`config.mk`:
```
export PLATFORM = sky130hd
export DESIGN_NAME = hsl_to_rgb_integer_flat
export DESIGN_NICKNAME = d
export VERILOG_FILES = /design/src/rtl/hsl2rgb_pkg.sv /design/src/rtl/hsl2rgb_in_if.sv /design/src/rtl/hsl2rgb_out_if.sv /design/src/rtl/hsl_to_rgb_integer.sv /design/src/flat_wrapper.sv
export VERILOG_INCLUDE_DIRS = /design/src /design/src/rtl
export SDC_FILE = /design/constraint.sdc
export NUM_CORES = 2
export LEC_CHECK = 0
export BUFFER_PORTS_ARGS = -buffer_cell sky130_fd_sc_hd__buf_2
export CORE_ASPECT_RATIO = 0.7
export CORE_MARGIN = 1
export CORE_UTILIZATION = 40
export CTS_CLUSTER_SIZE = 28
export DETAILED_ROUTE_END_ITERATION = 10
export GPL_TIMING_DRIVEN = 0
export PLACE_DENSITY = 0.6
export SYNTH_ARGS = -nofsm -noshare
export SYNTH_HDL_FRONTEND = slang
export SYNTH_SLANG_ARGS = --single-unit
export TNS_END_PERCENT = 5
```
`constraint.sdc`:
```
create_clock -name clk -period 15.02 [get_ports clk]
set_clock_uncertainty 0.15 [all_clocks]
set_input_delay 0.751 -clock clk [delete_from_list [all_inputs] [get_ports clk]]
set_output_delay 0.751 -clock clk [all_outputs]
set_load 0.05 [all_outputs]
```
`src/rtl/assert_macros.svh`:
```
// Shared assertion shorthands. Each one samples on the rising edge of clk
// and is disabled while rst is high.
`ifndef ASSERT_MACROS_SVH
`define ASSERT_MACROS_SVH

// The property must hold at every sampled edge.
`define CHECK_ALWAYS(label, prop, msg) \
  label: assert property (@(posedge clk) disable iff (rst) (prop)) \
    else $error(msg);

// When the condition holds, the consequence must hold at the next sampled edge.
`define CHECK_NEXT(label, pre, post, msg) \
  label: assert property (@(posedge clk) disable iff (rst) (pre) |=> (post)) \
    else $error(msg);

`endif

```
`src/rtl/hsl2rgb_pkg.sv`:
```
package hsl2rgb_pkg;

  // Field widths of the pixel words.
  localparam int unsigned HueW   = 16;
  localparam int unsigned PctW   = 8;
  localparam int unsigned LevelW = 8;

  // Percent and degree limits.
  localparam int unsigned PctFull = 100;
  localparam int unsigned DegFull = 360;
  localparam int unsigned LightSplit = 50;

  // Hue reduction: q = (h * HueRecip) >> HueShift is the exact quotient h / 360
  // for every 16-bit h.
  localparam int unsigned HueRecip = 11651;
  localparam int unsigned HueShift = 22;

  // Level scaling: v * 255 / 600000 equals (v * 17) / 40000, and the quotient by
  // 40000 is (y * LevelRecip) >> LevelShift, exact for y up to 10200000.
  localparam int unsigned LevelMul   = 17;
  localparam int unsigned LevelRecip = 1717987;
  localparam int unsigned LevelShift = 36;

  // Grey path: l * 255 / 100 equals ((l * 51) >> 2) / 5, and the quotient by 5
  // is (x * GreyRecip) >> GreyShift for x up to 1275.
  localparam int unsigned GreyMul   = 51;
  localparam int unsigned GreyRecip = 13108;
  localparam int unsigned GreyShift = 16;

  // Channel slots.
  localparam int unsigned ChRed   = 0;
  localparam int unsigned ChGreen = 1;
  localparam int unsigned ChBlue  = 2;
  localparam int unsigned NumCh   = 3;

  typedef logic [8:0] hue_t;
  typedef logic [5:0] weight_t;

  // Weight of the hi level in the ramp, out of 60, for one hue offset.
  function automatic weight_t ramp_weight(input hue_t off);
    hue_t fall;
    fall = hue_t'(240) - off;
    if (off < hue_t'(60)) begin
      return off[5:0];
    end else if (off < hue_t'(180)) begin
      return weight_t'(60);
    end else if (off < hue_t'(240)) begin
      return fall[5:0];
    end else begin
      return weight_t'(0);
    end
  endfunction

endpackage

```
`src/rtl/hsl2rgb_in_if.sv`:
```
interface hsl2rgb_in_if;
  logic                             valid;
  logic                             ready;
  logic [hsl2rgb_pkg::HueW-1:0]     hue_degrees;
  logic [hsl2rgb_pkg::PctW-1:0]     saturation_pct;
  logic [hsl2rgb_pkg::PctW-1:0]     lightness_pct;

  modport source (output valid, hue_degrees, saturation_pct, lightness_pct,
                  input ready);
  modport sink (input valid, hue_degrees, saturation_pct, lightness_pct,
                output ready);
endinterface

```
`src/rtl/hsl2rgb_out_if.sv`:
```
interface hsl2rgb_out_if;
  logic                             valid;
  logic                             ready;
  logic [hsl2rgb_pkg::LevelW-1:0]   red_level;
  logic [hsl2rgb_pkg::LevelW-1:0]   green_level;
  logic [hsl2rgb_pkg::LevelW-1:0]   blue_level;

  modport source (output valid, red_level, green_level, blue_level,
                  input ready);
  modport sink (input valid, red_level, green_level, blue_level,
                output ready);
endinterface

```
`src/rtl/hsl_to_rgb_integer.sv`:
```
// HSL to RGB converter, six register stages, one word in and one word out.
// Throughput: one word per cycle while the output is ready; each stage holds
// only while the one after it is full and stalled, so bubbles are squeezed out
// under backpressure.
// Reset (rst, synchronous, active high) clears the stage valid bits only.
`include "assert_macros.svh"

module hsl_to_rgb_integer (
  input  logic                 clk,
  input  logic                 rst,
  hsl2rgb_in_if.sink           pix_in,
  hsl2rgb_out_if.source        pix_out
);

  localparam int unsigned NumStg = 6;

  // Stage valid bits and per-stage load enables.
  logic [NumStg-1:0] vld;
  logic [NumStg:0]   ld;

  // Stage 1: clamped inputs, saturation-lightness product, hue quotient.
  logic [15:0] hue1;
  logic [6:0]  sat1;
  logic [6:0]  lit1;
  logic [13:0] ls1;
  logic [7:0]  hq1;
  logic [6:0]  sat_clip;
  logic [6:0]  lit_clip;
  logic [29:0] hue_prod;

  // Stage 2: reduced hue, hi level, doubled lightness, grey numerator.
  hsl2rgb_pkg::hue_t hue2;
  logic [13:0] hi2;
  logic [14:0] l200_2;
  logic [12:0] gl2;
  logic        szero2;
  logic [16:0] hue_rem;
  logic [14:0] hi_calc;

  // Stage 3: lo level, spread, ramp weights, grey level.
  logic [13:0] lo3;
  logic [13:0] diff3;
  logic [hsl2rgb_pkg::NumCh-1:0][5:0] wt3;
  logic [7:0]  grey3;
  logic        szero3;
  logic [14:0] lo_calc;
  logic [14:0] diff_calc;
  logic [hsl2rgb_pkg::NumCh-1:0][8:0] off_calc;
  logic [24:0] grey_prod;

  // Stage 4: ramp value out of 600000.
  logic [hsl2rgb_pkg::NumCh-1:0][19:0] v4;
  logic [7:0]  grey4;
  logic        szero4;

  // Stage 5: ramp value times 17.
  logic [hsl2rgb_pkg::NumCh-1:0][23:0] y5;
  logic [7:0]  grey5;
  logic        szero5;

  // Stage 6: final levels.
  logic [hsl2rgb_pkg::NumCh-1:0][7:0] lvl6;
  logic [hsl2rgb_pkg::NumCh-1:0][44:0] lvl_prod;

  // A stage loads when it is empty or when the stage after it moves on.
  always_comb begin
    ld[NumStg] = pix_out.ready;
    for (int i = NumStg - 1; i >= 0; i--) begin
      ld[i] = ~vld[i] | ld[i+1];
    end
  end

  assign pix_in.ready = ld[0];

  // Valid bits move along with their stage data.
  always_ff @(posedge clk) begin
    if (rst) begin
      vld <= '0;
    end else begin
      if (ld[0]) begin
        vld[0] <= pix_in.valid;
      end
      for (int i = 1; i < NumStg; i++) begin
        if (ld[i]) begin
          vld[i] <= vld[i-1];
        end
      end
    end
  end

  // Stage 1 logic: clamp to 100 percent and start the hue division.
  always_comb begin
    sat_clip = (pix_in.saturation_pct > 8'(hsl2rgb_pkg::PctFull)) ?
               7'(hsl2rgb_pkg::PctFull) : pix_in.saturation_pct[6:0];
    lit_clip = (pix_in.lightness_pct > 8'(hsl2rgb_pkg::PctFull)) ?
               7'(hsl2rgb_pkg::PctFull) : pix_in.lightness_pct[6:0];
    hue_prod = 30'(pix_in.hue_degrees) * 30'(hsl2rgb_pkg::HueRecip);
  end

  always_ff @(posedge clk) begin
    if (ld[0]) begin
      hue1 <= pix_in.hue_degrees;
      sat1 <= sat_clip;
      lit1 <= lit_clip;
      ls1  <= 14'(sat_clip) * 14'(lit_clip);
      hq1  <= hue_prod[hsl2rgb_pkg::HueShift +: 8];
    end
  end

  // Stage 2 logic: hue remainder and the hi level.
  always_comb begin
    hue_rem = 17'(hue1) - 17'(hq1) * 17'(hsl2rgb_pkg::DegFull);
    if (lit1 < 7'(hsl2rgb_pkg::LightSplit)) begin
      hi_calc = 15'(lit1) * 15'(hsl2rgb_pkg::PctFull) + 15'(ls1);
    end else begin
      hi_calc = (15'(lit1) + 15'(sat1)) * 15'(hsl2rgb_pkg::PctFull) - 15'(ls1);
    end
  end

  always_ff @(posedge clk) begin
    if (ld[1]) begin
      hue2   <= hue_rem[8:0];
      hi2    <= hi_calc[13:0];
      l200_2 <= 15'(lit1) * 15'(200);
      gl2    <= 13'(lit1) * 13'(hsl2rgb_pkg::GreyMul);
      szero2 <= (sat1 == 7'd0);
    end
  end

  // Stage 3 logic: lo level, spread between levels, per-channel hue offsets.
  always_comb begin
    lo_calc   = l200_2 - 15'(hi2);
    diff_calc = (15'(hi2) << 1) - l200_2;
    off_calc[hsl2rgb_pkg::ChGreen] = hue2;
    off_calc[hsl2rgb_pkg::ChRed]   = (hue2 < 9'(240)) ? hue2 + 9'(120) : hue2 - 9'(240);
    off_calc[hsl2rgb_pkg::ChBlue]  = (hue2 >= 9'(120)) ? hue2 - 9'(120) : hue2 + 9'(240);
    grey_prod = 25'(gl2[12:2]) * 25'(hsl2rgb_pkg::GreyRecip);
  end

  always_ff @(posedge clk) begin
    if (ld[2]) begin
      lo3    <= lo_calc[13:0];
      diff3  <= diff_calc[13:0];
      for (int c = 0; c < hsl2rgb_pkg::NumCh; c++) begin
        wt3[c] <= hsl2rgb_pkg::ramp_weight(off_calc[c]);
      end
      grey3  <= grey_prod[hsl2rgb_pkg::GreyShift +: 8];
      szero3 <= szero2;
    end
  end

  // Stage 4: lo * 60 plus the weighted spread.
  always_ff @(posedge clk) begin
    if (ld[3]) begin
      for (int c = 0; c < hsl2rgb_pkg::NumCh; c++) begin
        v4[c] <= 20'(lo3) * 20'(60) + 20'(diff3) * 20'(wt3[c]);
      end
      grey4  <= grey3;
      szero4 <= szero3;
    end
  end

  // Stage 5: scale by 17 ahead of the division by 40000.
  always_ff @(posedge clk) begin
    if (ld[4]) begin
      for (int c = 0; c < hsl2rgb_pkg::NumCh; c++) begin
        y5[c] <= 24'(v4[c]) * 24'(hsl2rgb_pkg::LevelMul);
      end
      grey5  <= grey4;
      szero5 <= szero4;
    end
  end

  // Stage 6: reciprocal multiply for the division, then pick grey if unsaturated.
  always_comb begin
    for (int c = 0; c < hsl2rgb_pkg::NumCh; c++) begin
      lvl_prod[c] = 45'(y5[c]) * 45'(hsl2rgb_pkg::LevelRecip);
    end
  end

  always_ff @(posedge clk) begin
    if (ld[5]) begin
      for (int c = 0; c < hsl2rgb_pkg::NumCh; c++) begin
        lvl6[c] <= szero5 ? grey5 : lvl_prod[c][hsl2rgb_pkg::LevelShift +: 8];
      end
    end
  end

  assign pix_out.valid       = vld[NumStg-1];
  assign pix_out.red_level   = lvl6[hsl2rgb_pkg::ChRed];
  assign pix_out.green_level = lvl6[hsl2rgb_pkg::ChGreen];
  assign pix_out.blue_level  = lvl6[hsl2rgb_pkg::ChBlue];

  // The hue reduction must land in one turn.
  `CHECK_ALWAYS(a_hue_reduced, !vld[1] || (hue2 < 9'(hsl2rgb_pkg::DegFull)), "hue remainder out of range")
  // The hi level never lies below the lo level.
  `CHECK_ALWAYS(a_level_order, !vld[1] || ((15'(hi2) << 1) >= l200_2), "hi level below lo level")
  // A stalled output word is never dropped.
  `CHECK_NEXT(a_out_held, vld[NumStg-1] && !pix_out.ready, vld[NumStg-1], "stalled output word lost")

endmodule

```
`src/flat_wrapper.sv`:
```
// flat-port wrapper written by rule: the top's interface ports become plain ports
module hsl_to_rgb_integer_flat 
  (clk, rst, pix_in_valid, pix_in_hue_degrees, pix_in_saturation_pct, pix_in_lightness_pct, pix_in_ready, pix_out_valid, pix_out_red_level, pix_out_green_level, pix_out_blue_level, pix_out_ready);
  hsl2rgb_in_if pix_in_i ();
  hsl2rgb_out_if pix_out_i ();
  input  logic clk;
  input  logic rst;
  input wire logic [$bits(pix_in_i.valid)-1:0] pix_in_valid;
  input wire logic [$bits(pix_in_i.hue_degrees)-1:0] pix_in_hue_degrees;
  input wire logic [$bits(pix_in_i.saturation_pct)-1:0] pix_in_saturation_pct;
  input wire logic [$bits(pix_in_i.lightness_pct)-1:0] pix_in_lightness_pct;
  output wire logic [$bits(pix_in_i.ready)-1:0] pix_in_ready;
  output wire logic [$bits(pix_out_i.valid)-1:0] pix_out_valid;
  output wire logic [$bits(pix_out_i.red_level)-1:0] pix_out_red_level;
  output wire logic [$bits(pix_out_i.green_level)-1:0] pix_out_green_level;
  output wire logic [$bits(pix_out_i.blue_level)-1:0] pix_out_blue_level;
  input wire logic [$bits(pix_out_i.ready)-1:0] pix_out_ready;
  assign pix_in_i.valid = pix_in_valid;
  assign pix_in_i.hue_degrees = pix_in_hue_degrees;
  assign pix_in_i.saturation_pct = pix_in_saturation_pct;
  assign pix_in_i.lightness_pct = pix_in_lightness_pct;
  assign pix_in_ready = pix_in_i.ready;
  assign pix_out_valid = pix_out_i.valid;
  assign pix_out_red_level = pix_out_i.red_level;
  assign pix_out_green_level = pix_out_i.green_level;
  assign pix_out_blue_level = pix_out_i.blue_level;
  assign pix_out_i.ready = pix_out_ready;
  hsl_to_rgb_integer u_core (.clk(clk), .rst(rst), .pix_in(pix_in_i), .pix_out(pix_out_i));
endmodule
```
==> results.toml <==
[run_status]
outcome = "complete, no violations"

[route]
vias_per_cell = 4.92
post_drt_wl_per_cell_um = 17.3
vias = 38200
drc = 0
dr.pass1.iters = 8
detailedRoute.firstIterationViolations = 2249
ant_nets = 0
drt-total-wl_mm = 134

[hold_path]
min_from = "rst"
hold_path_depth = 2
hold_path_end = "u_core.vld[0]"
min_path_type = "input port to flop"

[placement]
dpl.hpwl_mm = 117
place_congestion = 0.941
place.port_buffers = 61
place_ws_ps = 7120

[critical_path]
reg2reg_to = "u_core.pix_out.red_level[7]"
r2r_start = "u_core.y5[9]"
path_max_fanout = 5
rrSetupSlack_ps = 7310
start_kind = "flop"
timing.reg2reg.worst_path_depth = 21
cp-end-kind = "flop"
required_ps = 15180
critPathKind = "flop to flop"
arrival_ps = 7870

[synthesis]
ys_seq_area_share_pct = 16.3
synth_area_leaders = "fa_1 30%, ha_1 24%, edfxtp_1 16%"
synth_fa_ha_area_share_pct = 54.7
netlist-cell-type-count = 85
yosys.area_share.simple_pct = 7.00
yosys.area.top_type = "fa_1"
synth_xor_area_share_pct = 3.65
syn_inst = 5750
synth_compound_area_share_pct = 7.32
synth-seq-cells = 316
synth_mux_area_share_pct = 0.0520
synthArstFlopShare_pct = 0
yosys_warnings = 0
syn-cell-area_um2 = 57800
syn_nets = 7785
synth_top_area_share_pct = 30.4
synth_top_family_by_area = "adder cells"
ys.flop_type = "edfxtp_1"
synth_edf_count = 310
postSynthAreaPerCell_um2 = 10.1

[final_layout]
fillers = 13700
layout_common_cells = "1632 x inv_1, 1122 x ha_1, 877 x fa_1"
fin_util_pct = 43.2
multiInputGateArea_um2 = 42000
area_growth_pct = 6.99
seq_area_um2 = 9430
layout_commonest_cell = "inv_1"
nets = 7892
drive_gt1_share_pct = 3.04

[sta]
setup_slack_ps = 7310
relSlewSlack_pct = 19.0
tns_ps = 0
hold_ws_ps = 247
rsz0062_at_grt = "no"
setup-violations-final = 0
timing.final.crit_share_pct = 51.3
period_needed_ps = 7710
drv_slew = 0
worstMarginPinSlew_ps = 1210
fmax_mhz = 130
hold_viol_final = 0

[floorplanning]
die-area_um2 = 146000
pin_count = 62
row_count = 116
core_area_um2 = 143000
die_h_um = 320
start_util_pct = 40.4
die-width_um = 456

[cts]
htree_levels = 2
cts_setup_buffers = 0
cts_hold_buf = 0
clk_path_buf_depth = 3
path_clk_slew_ps = 60
cts-root-buf = "clkbuf_16"
clk_latency_ps = 600
cts_tree = "done"
cts.sinks = 316
cts_buffers = 37
ctsResizeCount = 0

[grt]
antenna_found_initial = 6
grt_pass1_wl_mm = 217
grt_overflow_total = 0
grt_max_degree = 69
grt_pass1_vias = 39700
grt.total_usage_pct = 18.9

[flow_run]
maxCapViolations = 0
-- cell usage after synthesis (all sizes together), types with 55 or more instances --
library cell / count
a21o: 84
a21oi: 192
and2: 76
edfxtp: 310
fa: 877
ha: 1122
inv: 1633
nand2: 359
nand3: 56
nor2: 172
nor3: 55
o21ai: 116
xnor2: 176
xor2: 57
-- metal layers --
layer / track usage (%) / up-vias / share of wire [%]
met5: 0.393 / - / 0.060
met2: 27.6 / 924 / 40
met3: 5.06 / 115 / 8.2
met1: 28.1 / 18700 / 50
li1: - / 18500 / -
met4: 3.00 / 2 / 1.5
-- worst max-delay path, stage by stage (launching register included) --
cell and delay, ps:
edfxtp_1 510, ha_1 430, inv_1 240, fa_1 480, fa_1 490, fa_1 550
inv_1 80, fa_1 510, fa_1 550, inv_1 50, fa_1 530, inv_1 40
ha_1 300, nand4_1 150, nor2_1 100, a2111oi_0 420, nand4_1 400, a211oi_1 460
nor2_1 220, a211oi_1 470, or4_1 210, nand4b_1 100
-- metrics by stage --
step,cells,area (um2)
3_3_place_gp,7699,60500
6_report,7775,61800
4_1_cts,7774,61800
2_1_floorplan,5750,57800
5_1_grt,7775,61800
3_5_place_dp,7706,60600
-- logic make-up after synthesis --
kind of cell | count (synthesis)
xor gates and xnor gates | 235
buffers and inverters | 1690
DFF | 316
muxes | 3
and+or+nand+nor | 870
AOI/OAI and AO/OA | 637
adders and majority gates | 1999
-- worst max path at each step --
stage | cells past startpoint | end | from | slack, ps
floorplan | 21 | u_core.pix_out.blue_level[7] | u_core.y5[57] | 8660
detailed placement | 21 | u_core.pix_out.green_level[5] | u_core.y5[32] | 7120
global route | 21 | u_core.pix_out.red_level[7] | u_core.y5[12] | 6970
finish | 21 | u_core.pix_out.red_level[7] | u_core.y5[9] | 7310
CTS | 21 | u_core.pix_out.green_level[5] | u_core.y5[32] | 7090
global placement | 22 | u_core.pix_out.green_level[5] | u_core.y5[27] | 7080
-- flip-flops by register name, indices dropped and copies added, names as in the netlist, 9 cells and up --
signal / cells
u_core.y5: 69
u_core.hue2: 9
u_core.wt3: 18
u_core.l200_2: 10
u_core.hi2: 14
u_core.gl2: 12
u_core.v4: 57
u_core.diff3: 12
u_core.ls1: 14
u_core.hue1: 9
u_core.lo3: 14
-- final cells by class --
| type | instances | share of cell area (%) |
|---|---|---|
| Tap cell | 1888 | 3.82 |
| Antenna cell | 1 | 0.00405 |
| Timing Repair Buffer | 68 | 0.692 |
| Sequential cell | 316 | 15.2 |
| Multi-Input combinational cell | 3744 | 68.0 |
| Buffer | 57 | 0.372 |
| Inverter | 1633 | 9.91 |
| Clock buffer | 40 | 1.52 |
| Clock inverter | 28 | 0.463 |
Power is left out: the tool's default activity adds up to more than one toggle a clock period on the data nets, which glitch-free logic cannot reach.
